`src/hdl/scs_pkg.sv`:
```
// scs_pkg: shared types, command codes and the half-step coil table
// for the calibrating stepper sequencer; no dependencies
package scs_pkg;

  // field widths of the item and result words
  localparam int CMD_BITS     = 2;
  localparam int EIGHTHS_BITS = 10;
  localparam int SPR_BITS     = 16;
  localparam int PROD_BITS    = EIGHTHS_BITS + SPR_BITS;
  // run length is eighths * spr / 8, so three bits fall away
  localparam int REM_BITS     = PROD_BITS - 3;

  // command codes
  localparam logic [CMD_BITS-1:0] CMD_TICK = 2'd0;
  localparam logic [CMD_BITS-1:0] CMD_RUN  = 2'd1;
  localparam logic [CMD_BITS-1:0] CMD_CAL  = 2'd2;

  // nominal steps per revolution after reset
  localparam logic [SPR_BITS-1:0] NOMINAL_SPR_RST = 16'd4096;

  typedef enum logic [2:0] {
    MODE_IDLE,
    MODE_RUN,
    MODE_SEEK,
    MODE_LOW,
    MODE_HIGH
  } mode_t;

  // one input word as held in the input register
  typedef struct packed {
    logic [CMD_BITS-1:0]     command;
    logic [EIGHTHS_BITS-1:0] eighths;
    logic                    opto_level;
  } scs_item_t;

  // eight-phase half-step drive pattern
  function automatic logic [3:0] half_step_coils(input logic [2:0] ph);
    logic [3:0] c;
    case (ph)
      3'd0:    c = 4'h1;
      3'd1:    c = 4'h3;
      3'd2:    c = 4'h2;
      3'd3:    c = 4'h6;
      3'd4:    c = 4'h4;
      3'd5:    c = 4'hC;
      3'd6:    c = 4'h8;
      default: c = 4'h9;
    endcase
    return c;
  endfunction

endpackage

```
`src/hdl/scs_ifs.sv`:
```
// scs_ifs: valid/ready channel interfaces for the item, result and
// configuration words of the stepper sequencer; no dependencies

// input word channel
interface scs_in_if;
  logic       valid;
  logic       ready;
  logic [1:0] command;
  logic [9:0] eighths;
  logic       opto_level;
  modport source (output valid, command, eighths, opto_level, input ready);
  modport sink   (input valid, command, eighths, opto_level, output ready);
endinterface

// result word channel
interface scs_out_if;
  logic        valid;
  logic        ready;
  logic [3:0]  coils;
  logic        stepped;
  logic        busy_res;
  logic        calibrated;
  logic [15:0] measured_steps;
  logic        rejected;
  modport source (output valid, coils, stepped, busy_res, calibrated, measured_steps,
                  rejected, input ready);
  modport sink   (input valid, coils, stepped, busy_res, calibrated, measured_steps,
                  rejected, output ready);
endinterface

// configuration write channel, one register
interface scs_cfg_if;
  logic        valid;
  logic        ready;
  logic [15:0] data;
  modport source (output valid, data, input ready);
  modport sink   (input valid, data, output ready);
endinterface

```
`src/hdl/scs_in_stage.sv`:
```
// scs_in_stage: input register for the command word
// depends on scs_pkg and scs_in_if
module scs_in_stage import scs_pkg::*; (
  input  logic       clk,
  input  logic       rst_n,
  scs_in_if.sink     in_ch,
  input  logic       take,
  output logic       item_valid,
  output scs_item_t  item
);

  logic      valid_r;
  scs_item_t item_r;

  // free when empty or when the held word moves on this cycle
  assign in_ch.ready = !valid_r || take;

  always_ff @(posedge clk) begin
    if (!rst_n) begin
      valid_r <= 1'b0;
    end else if (in_ch.ready) begin
      valid_r <= in_ch.valid;
    end
  end

  // payload capture, no reset
  always_ff @(posedge clk) begin
    if (in_ch.valid && in_ch.ready) begin
      item_r.command    <= in_ch.command;
      item_r.eighths    <= in_ch.eighths;
      item_r.opto_level <= in_ch.opto_level;
    end
  end

  assign item_valid = valid_r;
  assign item       = item_r;

endmodule

```
`src/hdl/scs_ceil_div.sv`:
```
// scs_ceil_div: ceiling of a lap total over the lap count by reciprocal
// multiply, saturated to 16 bits; no dependencies
module scs_ceil_div #(
  parameter int DIVISOR = 3,
  parameter int IN_BITS = 18
) (
  input  logic [IN_BITS-1:0] total,
  output logic [15:0]        quot
);

  // x = total + DIVISOR - 1 fits in X_BITS; shift S keeps the quotient exact
  localparam int X_BITS = IN_BITS + 1;
  localparam int S      = X_BITS + 2;
  localparam int M_BITS = S + 1;
  localparam int P_BITS = X_BITS + M_BITS;
  localparam int Q_BITS = P_BITS - S;
  localparam longint unsigned MULT_L =
    ((64'd1 << S) + longint'(DIVISOR) - 64'd1) / longint'(DIVISOR);
  localparam logic [M_BITS-1:0] MULT = MULT_L[M_BITS-1:0];
  localparam logic [Q_BITS-1:0] Q_MAX = Q_BITS'(16'hFFFF);

  logic [X_BITS-1:0] x;
  logic [P_BITS-1:0] prod;
  logic [Q_BITS-1:0] q;

  // round up, then multiply by the scaled reciprocal
  assign x    = {1'b0, total} + X_BITS'(DIVISOR - 1);
  assign prod = P_BITS'(x) * P_BITS'(MULT);
  assign q    = prod[P_BITS-1:S];

  // saturate to the result width
  assign quot = (q > Q_MAX) ? 16'hFFFF : q[15:0];

endmodule

```
`src/hdl/scs_engine.sv`:
```
// scs_engine: sequencer state, next-state logic and result register
// depends on scs_pkg, scs_ceil_div, scs_out_if and scs_cfg_if
module scs_engine import scs_pkg::*; #(
  parameter int CAL_LAPS   = 3,
  parameter int COUNT_BITS = 16
) (
  input  logic       clk,
  input  logic       rst_n,
  input  logic       item_valid,
  input  scs_item_t  item,
  output logic       take,
  scs_out_if.source  out_ch,
  scs_cfg_if.sink    cfg_ch
);

  localparam int TOT_BITS = COUNT_BITS + 2;
  localparam logic [1:0] LAPS_LAST = 2'(CAL_LAPS);

  mode_t                 mode_r, mode_nxt;
  logic [2:0]            phase_r, phase_nxt;
  logic [3:0]            coil_r, coil_nxt;
  logic [COUNT_BITS-1:0] lap_count_r, lap_count_nxt, count_base;
  logic [TOT_BITS-1:0]   lap_total_r, lap_total_nxt, tot_sat;
  logic [TOT_BITS:0]     tot_sum;
  logic [1:0]            laps_done_r, laps_done_nxt, laps_inc;
  logic [SPR_BITS-1:0]   spr_r, spr_nxt, div_q, spr_sel;
  logic                  cal_r, cal_nxt;
  logic [REM_BITS-1:0]   rem_r, rem_nxt;
  logic [SPR_BITS-1:0]   nominal_r;
  logic [PROD_BITS-1:0]  run_prod;
  logic                  do_step, do_count, count_clr, stepped, rejected, busy;

  logic                  out_valid_r;
  logic [3:0]            out_coils_r;
  logic                  out_stepped_r, out_busy_r, out_cal_r, out_rej_r;
  logic [SPR_BITS-1:0]   out_spr_r;

  // a held word is processed when the result register can take it
  assign take = item_valid && (!out_valid_r || out_ch.ready);

  // configuration register, always writable
  assign cfg_ch.ready = 1'b1;
  always_ff @(posedge clk) begin
    if (!rst_n) begin
      nominal_r <= NOMINAL_SPR_RST;
    end else if (cfg_ch.valid) begin
      nominal_r <= cfg_ch.data;
    end
  end

  // lap end: saturating accumulate and the averaged result
  assign tot_sum  = {1'b0, lap_total_r} + (TOT_BITS + 1)'(lap_count_r);
  assign tot_sat  = tot_sum[TOT_BITS] ? {TOT_BITS{1'b1}} : tot_sum[TOT_BITS-1:0];
  assign laps_inc = laps_done_r + 2'd1;

  scs_ceil_div #(
    .DIVISOR (CAL_LAPS),
    .IN_BITS (TOT_BITS)
  ) u_div (
    .total (tot_sat),
    .quot  (div_q)
  );

  // run length
  assign spr_sel  = cal_r ? spr_r : nominal_r;
  assign run_prod = PROD_BITS'(item.eighths) * PROD_BITS'(spr_sel);
  assign busy     = (mode_r != MODE_IDLE);

  // next state
  always_comb begin
    mode_nxt      = mode_r;
    rem_nxt       = rem_r;
    lap_total_nxt = lap_total_r;
    laps_done_nxt = laps_done_r;
    spr_nxt       = spr_r;
    cal_nxt       = cal_r;
    lap_count_nxt = lap_count_r;
    do_step       = 1'b0;
    do_count      = 1'b0;
    count_clr     = 1'b0;
    stepped       = 1'b0;
    rejected      = 1'b0;

    unique case (item.command)
      CMD_TICK: begin
        unique case (mode_r)
          MODE_IDLE: begin
          end
          MODE_RUN: begin
            if (rem_r != '0) begin
              do_step = 1'b1;
              rem_nxt = rem_r - 1'b1;
              if (rem_r == REM_BITS'(1)) begin
                mode_nxt = MODE_IDLE;
              end
            end else begin
              mode_nxt = MODE_IDLE;
            end
          end
          MODE_SEEK: begin
            if (item.opto_level) begin
              do_step = 1'b1;
            end else begin
              mode_nxt  = MODE_LOW;
              count_clr = 1'b1;
              do_count  = 1'b1;
            end
          end
          MODE_LOW: begin
            if (item.opto_level) begin
              mode_nxt = MODE_HIGH;
            end
            do_count = 1'b1;
          end
          MODE_HIGH: begin
            if (item.opto_level) begin
              do_count = 1'b1;
            end else begin
              // lap ends on the falling level
              lap_total_nxt = tot_sat;
              laps_done_nxt = laps_inc;
              if (laps_inc >= LAPS_LAST) begin
                spr_nxt  = div_q;
                cal_nxt  = 1'b1;
                mode_nxt = MODE_IDLE;
              end else begin
                mode_nxt  = MODE_LOW;
                count_clr = 1'b1;
                do_count  = 1'b1;
              end
            end
          end
          default: begin
          end
        endcase
      end
      CMD_RUN: begin
        if (busy) begin
          rejected = 1'b1;
        end else begin
          rem_nxt = run_prod[PROD_BITS-1:3];
          if (run_prod[PROD_BITS-1:3] != '0) begin
            mode_nxt = MODE_RUN;
          end
        end
      end
      CMD_CAL: begin
        if (busy) begin
          rejected = 1'b1;
        end else begin
          mode_nxt      = MODE_SEEK;
          lap_count_nxt = '0;
          lap_total_nxt = '0;
          laps_done_nxt = '0;
        end
      end
      default: begin
      end
    endcase

    // saturating lap counter
    count_base = count_clr ? '0 : lap_count_r;
    if (do_count) begin
      do_step       = 1'b1;
      lap_count_nxt = (&count_base) ? count_base : count_base + 1'b1;
    end

    // half step
    stepped   = do_step;
    coil_nxt  = do_step ? half_step_coils(phase_r) : coil_r;
    phase_nxt = do_step ? phase_r + 3'd1 : phase_r;
  end

  // state register
  always_ff @(posedge clk) begin
    if (!rst_n) begin
      mode_r      <= MODE_IDLE;
      phase_r     <= '0;
      coil_r      <= '0;
      lap_count_r <= '0;
      lap_total_r <= '0;
      laps_done_r <= '0;
      spr_r       <= '0;
      cal_r       <= 1'b0;
      rem_r       <= '0;
    end else if (take) begin
      mode_r      <= mode_nxt;
      phase_r     <= phase_nxt;
      coil_r      <= coil_nxt;
      lap_count_r <= lap_count_nxt;
      lap_total_r <= lap_total_nxt;
      laps_done_r <= laps_done_nxt;
      spr_r       <= spr_nxt;
      cal_r       <= cal_nxt;
      rem_r       <= rem_nxt;
    end
  end

  // result register
  always_ff @(posedge clk) begin
    if (!rst_n) begin
      out_valid_r <= 1'b0;
    end else if (take) begin
      out_valid_r <= 1'b1;
    end else if (out_ch.ready) begin
      out_valid_r <= 1'b0;
    end
  end

  always_ff @(posedge clk) begin
    if (take) begin
      out_coils_r   <= coil_nxt;
      out_stepped_r <= stepped;
      out_busy_r    <= (mode_nxt != MODE_IDLE);
      out_cal_r     <= cal_nxt;
      out_spr_r     <= spr_nxt;
      out_rej_r     <= rejected;
    end
  end

  assign out_ch.valid          = out_valid_r;
  assign out_ch.coils          = out_coils_r;
  assign out_ch.stepped        = out_stepped_r;
  assign out_ch.busy_res       = out_busy_r;
  assign out_ch.calibrated     = out_cal_r;
  assign out_ch.measured_steps = out_spr_r;
  assign out_ch.rejected       = out_rej_r;

  // coils always show the phase just left behind after a step
  a_step_phase: assert property (@(posedge clk) disable iff (!rst_n)
    (take && do_step) |=> (coil_r == half_step_coils(phase_r - 3'd1)))
    else $error("coil latch out of step with phase");

  // a rejected command leaves the sequencer alone
  a_reject_hold: assert property (@(posedge clk) disable iff (!rst_n)
    (take && rejected) |=> ($stable(mode_r) && $stable(rem_r) && $stable(laps_done_r)))
    else $error("rejected command changed state");

  // a run never sits with nothing left to do
  a_run_nonzero: assert property (@(posedge clk) disable iff (!rst_n)
    (mode_r == MODE_RUN) |-> (rem_r != '0))
    else $error("run mode with zero steps left");

  // calibration never runs past its last lap
  a_lap_bound: assert property (@(posedge clk) disable iff (!rst_n)
    (mode_r == MODE_SEEK || mode_r == MODE_LOW || mode_r == MODE_HIGH)
      |-> (laps_done_r < LAPS_LAST))
    else $error("lap count past the last lap");

  // every processed word yields a result
  a_take_result: assert property (@(posedge clk) disable iff (!rst_n)
    take |=> out_valid_r)
    else $error("processed word without a result");

endmodule

```
`src/hdl/stepper_calibrating_sequencer_core.sv`:
```
// stepper_calibrating_sequencer_core: top level of the half-step stepper
// sequencer; depends on scs_pkg, scs_ifs, scs_in_stage and scs_engine
//
// Each word on in_ch is one command: tick (one step period), run (eighths
// of a revolution) or start calibration, any other code being ignored; each
// yields exactly one result word on out_ch. A word is held in the input
// register while the state update is worked out, and its result word is
// loaded into the result register and presented on out_ch from there. A new
// word is accepted every cycle as long as out_ch keeps taking results. The
// state update, including the run length multiply and the averaging of the
// calibration laps, is combinational. The nominal steps per revolution is
// written on cfg_ch, which is always ready, and should only be changed while
// no word is in flight. No clearing pass is needed after reset.
module stepper_calibrating_sequencer_core import scs_pkg::*; #(
  parameter int CAL_LAPS   = 3,
  parameter int COUNT_BITS = 16
) (
  input  logic      clk,
  input  logic      rst_n,
  scs_in_if.sink    in_ch,
  scs_out_if.source out_ch,
  scs_cfg_if.sink   cfg_ch
);

  logic      item_valid;
  logic      take;
  scs_item_t item;

  // input register
  scs_in_stage u_in (
    .clk        (clk),
    .rst_n      (rst_n),
    .in_ch      (in_ch),
    .take       (take),
    .item_valid (item_valid),
    .item       (item)
  );

  // sequencer state and result register
  scs_engine #(
    .CAL_LAPS   (CAL_LAPS),
    .COUNT_BITS (COUNT_BITS)
  ) u_engine (
    .clk        (clk),
    .rst_n      (rst_n),
    .item_valid (item_valid),
    .item       (item),
    .take       (take),
    .out_ch     (out_ch),
    .cfg_ch     (cfg_ch)
  );

endmodule

```
`src/flat_wrapper.sv`:
```
// flat-port wrapper written by rule: the top's interface ports become plain ports
module stepper_calibrating_sequencer_core_flat import scs_pkg::*;
#(
  parameter int CAL_LAPS   = 3,
  parameter int COUNT_BITS = 16
)
  (clk, rst_n, in_ch_valid, in_ch_command, in_ch_eighths, in_ch_opto_level, in_ch_ready, out_ch_valid, out_ch_coils, out_ch_stepped, out_ch_busy_res, out_ch_calibrated, out_ch_measured_steps, out_ch_rejected, out_ch_ready, cfg_ch_valid, cfg_ch_data, cfg_ch_ready);
  scs_in_if in_ch_i ();
  scs_out_if out_ch_i ();
  scs_cfg_if cfg_ch_i ();
  input  logic clk;
  input  logic rst_n;
  input wire logic [$bits(in_ch_i.valid)-1:0] in_ch_valid;
  input wire logic [$bits(in_ch_i.command)-1:0] in_ch_command;
  input wire logic [$bits(in_ch_i.eighths)-1:0] in_ch_eighths;
  input wire logic [$bits(in_ch_i.opto_level)-1:0] in_ch_opto_level;
  output wire logic [$bits(in_ch_i.ready)-1:0] in_ch_ready;
  output wire logic [$bits(out_ch_i.valid)-1:0] out_ch_valid;
  output wire logic [$bits(out_ch_i.coils)-1:0] out_ch_coils;
  output wire logic [$bits(out_ch_i.stepped)-1:0] out_ch_stepped;
  output wire logic [$bits(out_ch_i.busy_res)-1:0] out_ch_busy_res;
  output wire logic [$bits(out_ch_i.calibrated)-1:0] out_ch_calibrated;
  output wire logic [$bits(out_ch_i.measured_steps)-1:0] out_ch_measured_steps;
  output wire logic [$bits(out_ch_i.rejected)-1:0] out_ch_rejected;
  input wire logic [$bits(out_ch_i.ready)-1:0] out_ch_ready;
  input wire logic [$bits(cfg_ch_i.valid)-1:0] cfg_ch_valid;
  input wire logic [$bits(cfg_ch_i.data)-1:0] cfg_ch_data;
  output wire logic [$bits(cfg_ch_i.ready)-1:0] cfg_ch_ready;
  assign in_ch_i.valid = in_ch_valid;
  assign in_ch_i.command = in_ch_command;
  assign in_ch_i.eighths = in_ch_eighths;
  assign in_ch_i.opto_level = in_ch_opto_level;
  assign in_ch_ready = in_ch_i.ready;
  assign out_ch_valid = out_ch_i.valid;
  assign out_ch_coils = out_ch_i.coils;
  assign out_ch_stepped = out_ch_i.stepped;
  assign out_ch_busy_res = out_ch_i.busy_res;
  assign out_ch_calibrated = out_ch_i.calibrated;
  assign out_ch_measured_steps = out_ch_i.measured_steps;
  assign out_ch_rejected = out_ch_i.rejected;
  assign out_ch_i.ready = out_ch_ready;
  assign cfg_ch_i.valid = cfg_ch_valid;
  assign cfg_ch_i.data = cfg_ch_data;
  assign cfg_ch_ready = cfg_ch_i.ready;
  stepper_calibrating_sequencer_core #(.CAL_LAPS(CAL_LAPS), .COUNT_BITS(COUNT_BITS)) u_core (.clk(clk), .rst_n(rst_n), .in_ch(in_ch_i), .out_ch(out_ch_i), .cfg_ch(cfg_ch_i));
endmodule
```
`config.mk`:
```
export PLATFORM = sky130hd
export DESIGN_NAME = stepper_calibrating_sequencer_core_flat
export DESIGN_NICKNAME = d
export VERILOG_FILES = /design/src/hdl/scs_pkg.sv /design/src/hdl/scs_ifs.sv /design/src/hdl/scs_in_stage.sv /design/src/hdl/scs_ceil_div.sv /design/src/hdl/scs_engine.sv /design/src/hdl/stepper_calibrating_sequencer_core.sv /design/src/flat_wrapper.sv
export SDC_FILE = /design/constraint.sdc
export NUM_CORES = 1
export LEC_CHECK = 0
export BUFFER_PORTS_ARGS = -buffer_cell sky130_fd_sc_hd__buf_2
export CAP_MARGIN = 10
export CORE_MARGIN = 5
export CORE_UTILIZATION = 40
export DETAILED_ROUTE_END_ITERATION = 10
export GPL_ROUTABILITY_DRIVEN = 0
export PLACE_DENSITY = 0.52
export SYNTH_ARGS = -nofsm -noshare
export SYNTH_HDL_FRONTEND = slang
export SYNTH_SLANG_ARGS = --single-unit
```
`constraint.sdc`:
```
create_clock -name clk -period 13.24 [get_ports clk]
set_clock_uncertainty 0.15 [all_clocks]
set_input_delay 1.986 -clock clk [delete_from_list [all_inputs] [get_ports clk]]
set_output_delay 1.986 -clock clk [all_outputs]
set_load 0.02 [all_outputs]
```
==> run metrics <==
Setup crit end kind flop; die area just over 0.05 mm^2; I/O pins 61; Worst Hold End u_core.u_engine.lap_total_r[0]; Post-Place Cells around 2700; Synth top area share between 20 and 25%; Final HPWL DP between 40000 and 50000 um; I/O Buffers around 60; Starting Density between 40% and 50%; cell with the largest stage delay on the worst path fa_1; Post-Syn Instances 2118; die height between 200 and 250 um; Row Count 79; Fill cells 4626; Post-Syn Area per Cell approximately 8.8 um^2; total number of vias between 10000 and 15000; EDFF count, synth 37; crit path time final roughly 10000 ps; H-tree depth 4; area of the multi-input gates 0.0139 mm^2; Seq pwr share 30.6%; residual DRC count 0; ys flop type dfxtp_1; layout cells sized above 1 around 7%; type of the most critical hold path reg2reg; drt pass-1 iters 5; Worst EP arrival around 10000 ps; Max-cap violations 0; Buf+Inv Stages, Crit Path 2; RSZ-0062 raised after global routing no; Root Buffer Master clkbuf_16; most area-hungry cell type in the Yosys netlist fa_1; Clock Sinks 141; FFs w/ async S/R, synth 0%; fmax 96.0 MHz; Syn Nets between 2000 and 3000; CTS tree built; Worst-path clk slew about 70 ps; Vias/cell approximately 5.3; Most common cell on crit path fa_1; Post-CTS Resized 0; area delta synth->final 8.22%; count leader, synth inv_1; Tcrit/Tclk final between 70 and 80%; latest clock arrival within the worst-skew pair approximately 480 ps; Final Max Tran Viols 0; final net count 2613; Tot GR Track Use 20.1%; Mapped Area roughly 0.019 mm^2; Final ANT Viol Nets 0; Worst Max-Slew Pin Slew around 1200 ps; Sequential Area between 0.003 and 0.004 mm^2; overall power between 1.5 and 2 mW; P_sw roughly 0.59 mW; final-report hold violation count 0; R2R Setup Slk ~2800 ps; n_diodes 0; Combinational Power Share around 37%; RR Endpoint u_core.u_engine.out_ch.measured_steps[14]; vias in the first global route 15100; reg2reg path depth 31; Required @ worst endpoint between 10000 and 15000 ps; Rel. slew slack 17.7%; register area share after synthesis between 15 and 20%; pwr/cell area 76.7 mW/mm^2; worst reg2reg startpoint u_core.u_engine.lap_count_r[0]; status finished clean; Critical Path Max Stage Delay roughly 700 ps; hold path depth 2; Cell Count, Final, Fillers Out 2766; WL per Instance ~18 um; GR Overflow Total 0; most area-consuming cells after synthesis fa_1 (23%), ha_1 (15%), dfxtp_1 (11%); final WL between 50000 and 60000 um; Num CTS Buffers 17; Clock Tree Buf Depth 2; final setup violation count 0; total core area between 0.04 and 0.05 mm^2; Synth warnings 0; Power Internal 0.957 mW; pre-CTS WS approximately 2900 ps; worst-path maximum fanout 23; iteration-0 DRC count of the detailed router approximately 770; Crit path depth 31; Pleak 9.39 nW; Critical Path Source Type flop; Sum Neg Setup Slack 0 ps; min-delay src u_core.u_engine.lap_total_r[0]; critical path's top delay family adder cells; flops & latches, synth approximately 140; final worst setup slack between 2000 and 3000 ps; worst vdd ir around 0.00011 V; Die Wd approximately 230 um; Synth top cells by count inv_1 (341), ha_1 (219), fa_1 (214), nor2_1 (180), nor2b_1 (147); initial antenna violation count 1; clock power share 31.9%; pin count of the biggest net entering global routing 56; Synth cell types 90; crit path kind reg2reg; Sw Share between 30% and 40%; Post-CTS Repair Setup Buffers 0; hold-fix buffers at CTS 0; first-pass GRT wire length roughly 81000 um
## stage by stage
step           hold slack, ps  cell area [um^2]  utilization, %
2_1_floorplan             286             18600               -
3_3_place_gp              300             19500            42.2
3_5_place_dp              304             19500            42.2
4_1_cts                   314             20100            43.5
5_1_grt                   331             20100            43.5
6_report                  310             20100            43.5
## kinds of logic after synthesis
family	Yosys count	share of synthesized area, %
other	1	0.0201
AND/OR/NAND/NOR	605	16.6
buffers and inverters	411	8.37
adder cells (fa/ha/maj)	433	37.7
AO/OA/AOI/OAI	412	14.3
XOR/XNOR	70	3.29
flip-flops	141	17.2
multiplexers	45	2.54
## sequential cells by signal (all words and copies together) (netlist names), 4 cells and up
signal / count
u_core.u_engine.rem_r: 23
u_core.u_engine.lap_total_r: 18
u_core.u_engine.lap_count_r: 16
u_core.u_engine.nominal_r: 16
u_core.u_engine.out_ch.measured_steps: 16
u_core.u_engine.spr_r: 16
u_core.u_in.item: 13
u_core.u_engine.coil_r: 4
u_core.u_engine.out_ch.coils: 4
## cell type report
| class | instances | area share (%) |
|---|---|---|
| clock buffer | 22 | 2.52 |
| clock inverter | 10 | 0.460 |
| inverter | 344 | 6.41 |
| multi-input combinational | 1566 | 68.9 |
| sequential | 141 | 15.9 |
| tap | 607 | 3.77 |
| timing repair buffer | 76 | 2.10 |
## worst reg2reg max path: cells and delay by family (launching register included)
| family | cells | cell delay, ps |
|---|---|---|
| adder cells (fa/ha/maj) | 9 | 4010 |
| AO/OA/AOI/OAI | 9 | 2740 |
| AND/OR/NAND/NOR | 9 | 2090 |
| flip-flops | 1 | 390 |
| multiplexers | 1 | 370 |
| XOR/XNOR | 1 | 320 |
| buffers and inverters | 2 | 90 |
## layout by cell type (no fill, tap or decap), types with 19 or more instances in the layout
cell	synthesis	final
a21o_1	40	40
a21oi_1	129	129
buf_2	3	59
clkbuf_16	0	19
dfxtp_1	104	104
edfxtp_1	37	37
fa_1	214	214
ha_1	219	219
inv_1	341	341
mux2i_1	38	38
nand2_1	94	94
nand3_1	40	40
nor2_1	180	179
nor2b_1	147	147
nor3_1	36	35
o21ai_0	88	88
xnor2_1	42	42
xor2_1	28	28
## routing by layer
metal / global-route usage (%) / vias to the layer above / share of wire (%)
met1: 26.1 / 7273 / 45
li1: - / 7121 / -
met3: 2.72 / 48 / 2.5
met2: 35.4 / 193 / 51
met4: 4.98 / 0 / 1.9
met5: 0 / - / 0
## worst max-delay path by stage
stage                                                 to                      startpoint  slack (ps)
2_1_floorplan   u_core.u_engine.out_ch.measured_steps[4]  u_core.u_engine.lap_count_r[0]        4170
3_3_place_gp    u_core.u_engine.out_ch.measured_steps[4]  u_core.u_engine.lap_count_r[0]        3090
3_5_place_dp   u_core.u_engine.out_ch.measured_steps[14]  u_core.u_engine.lap_count_r[0]        2870
4_1_cts        u_core.u_engine.out_ch.measured_steps[14]  u_core.u_engine.lap_count_r[0]        2800
5_1_grt         u_core.u_engine.out_ch.measured_steps[7]  u_core.u_engine.lap_count_r[0]        2210
6_report       u_core.u_engine.out_ch.measured_steps[14]  u_core.u_engine.lap_count_r[0]        2830
## power by group through the flow
| stage | clock [mW] | sequential [mW] | combinational, mW |
|---|---|---|---|
| 2_1_floorplan | 0 | 0.475 | 0.436 |
| 3_3_place_gp | 0 | 0.483 | 0.582 |
| 3_5_place_dp | 0 | 0.483 | 0.584 |
| 4_1_cts | 0.512 | 0.473 | 0.589 |
| 5_1_grt | 0.526 | 0.475 | 0.665 |
| 6_report | 0.494 | 0.474 | 0.579 |
Power figures use the tool's default switching activity.
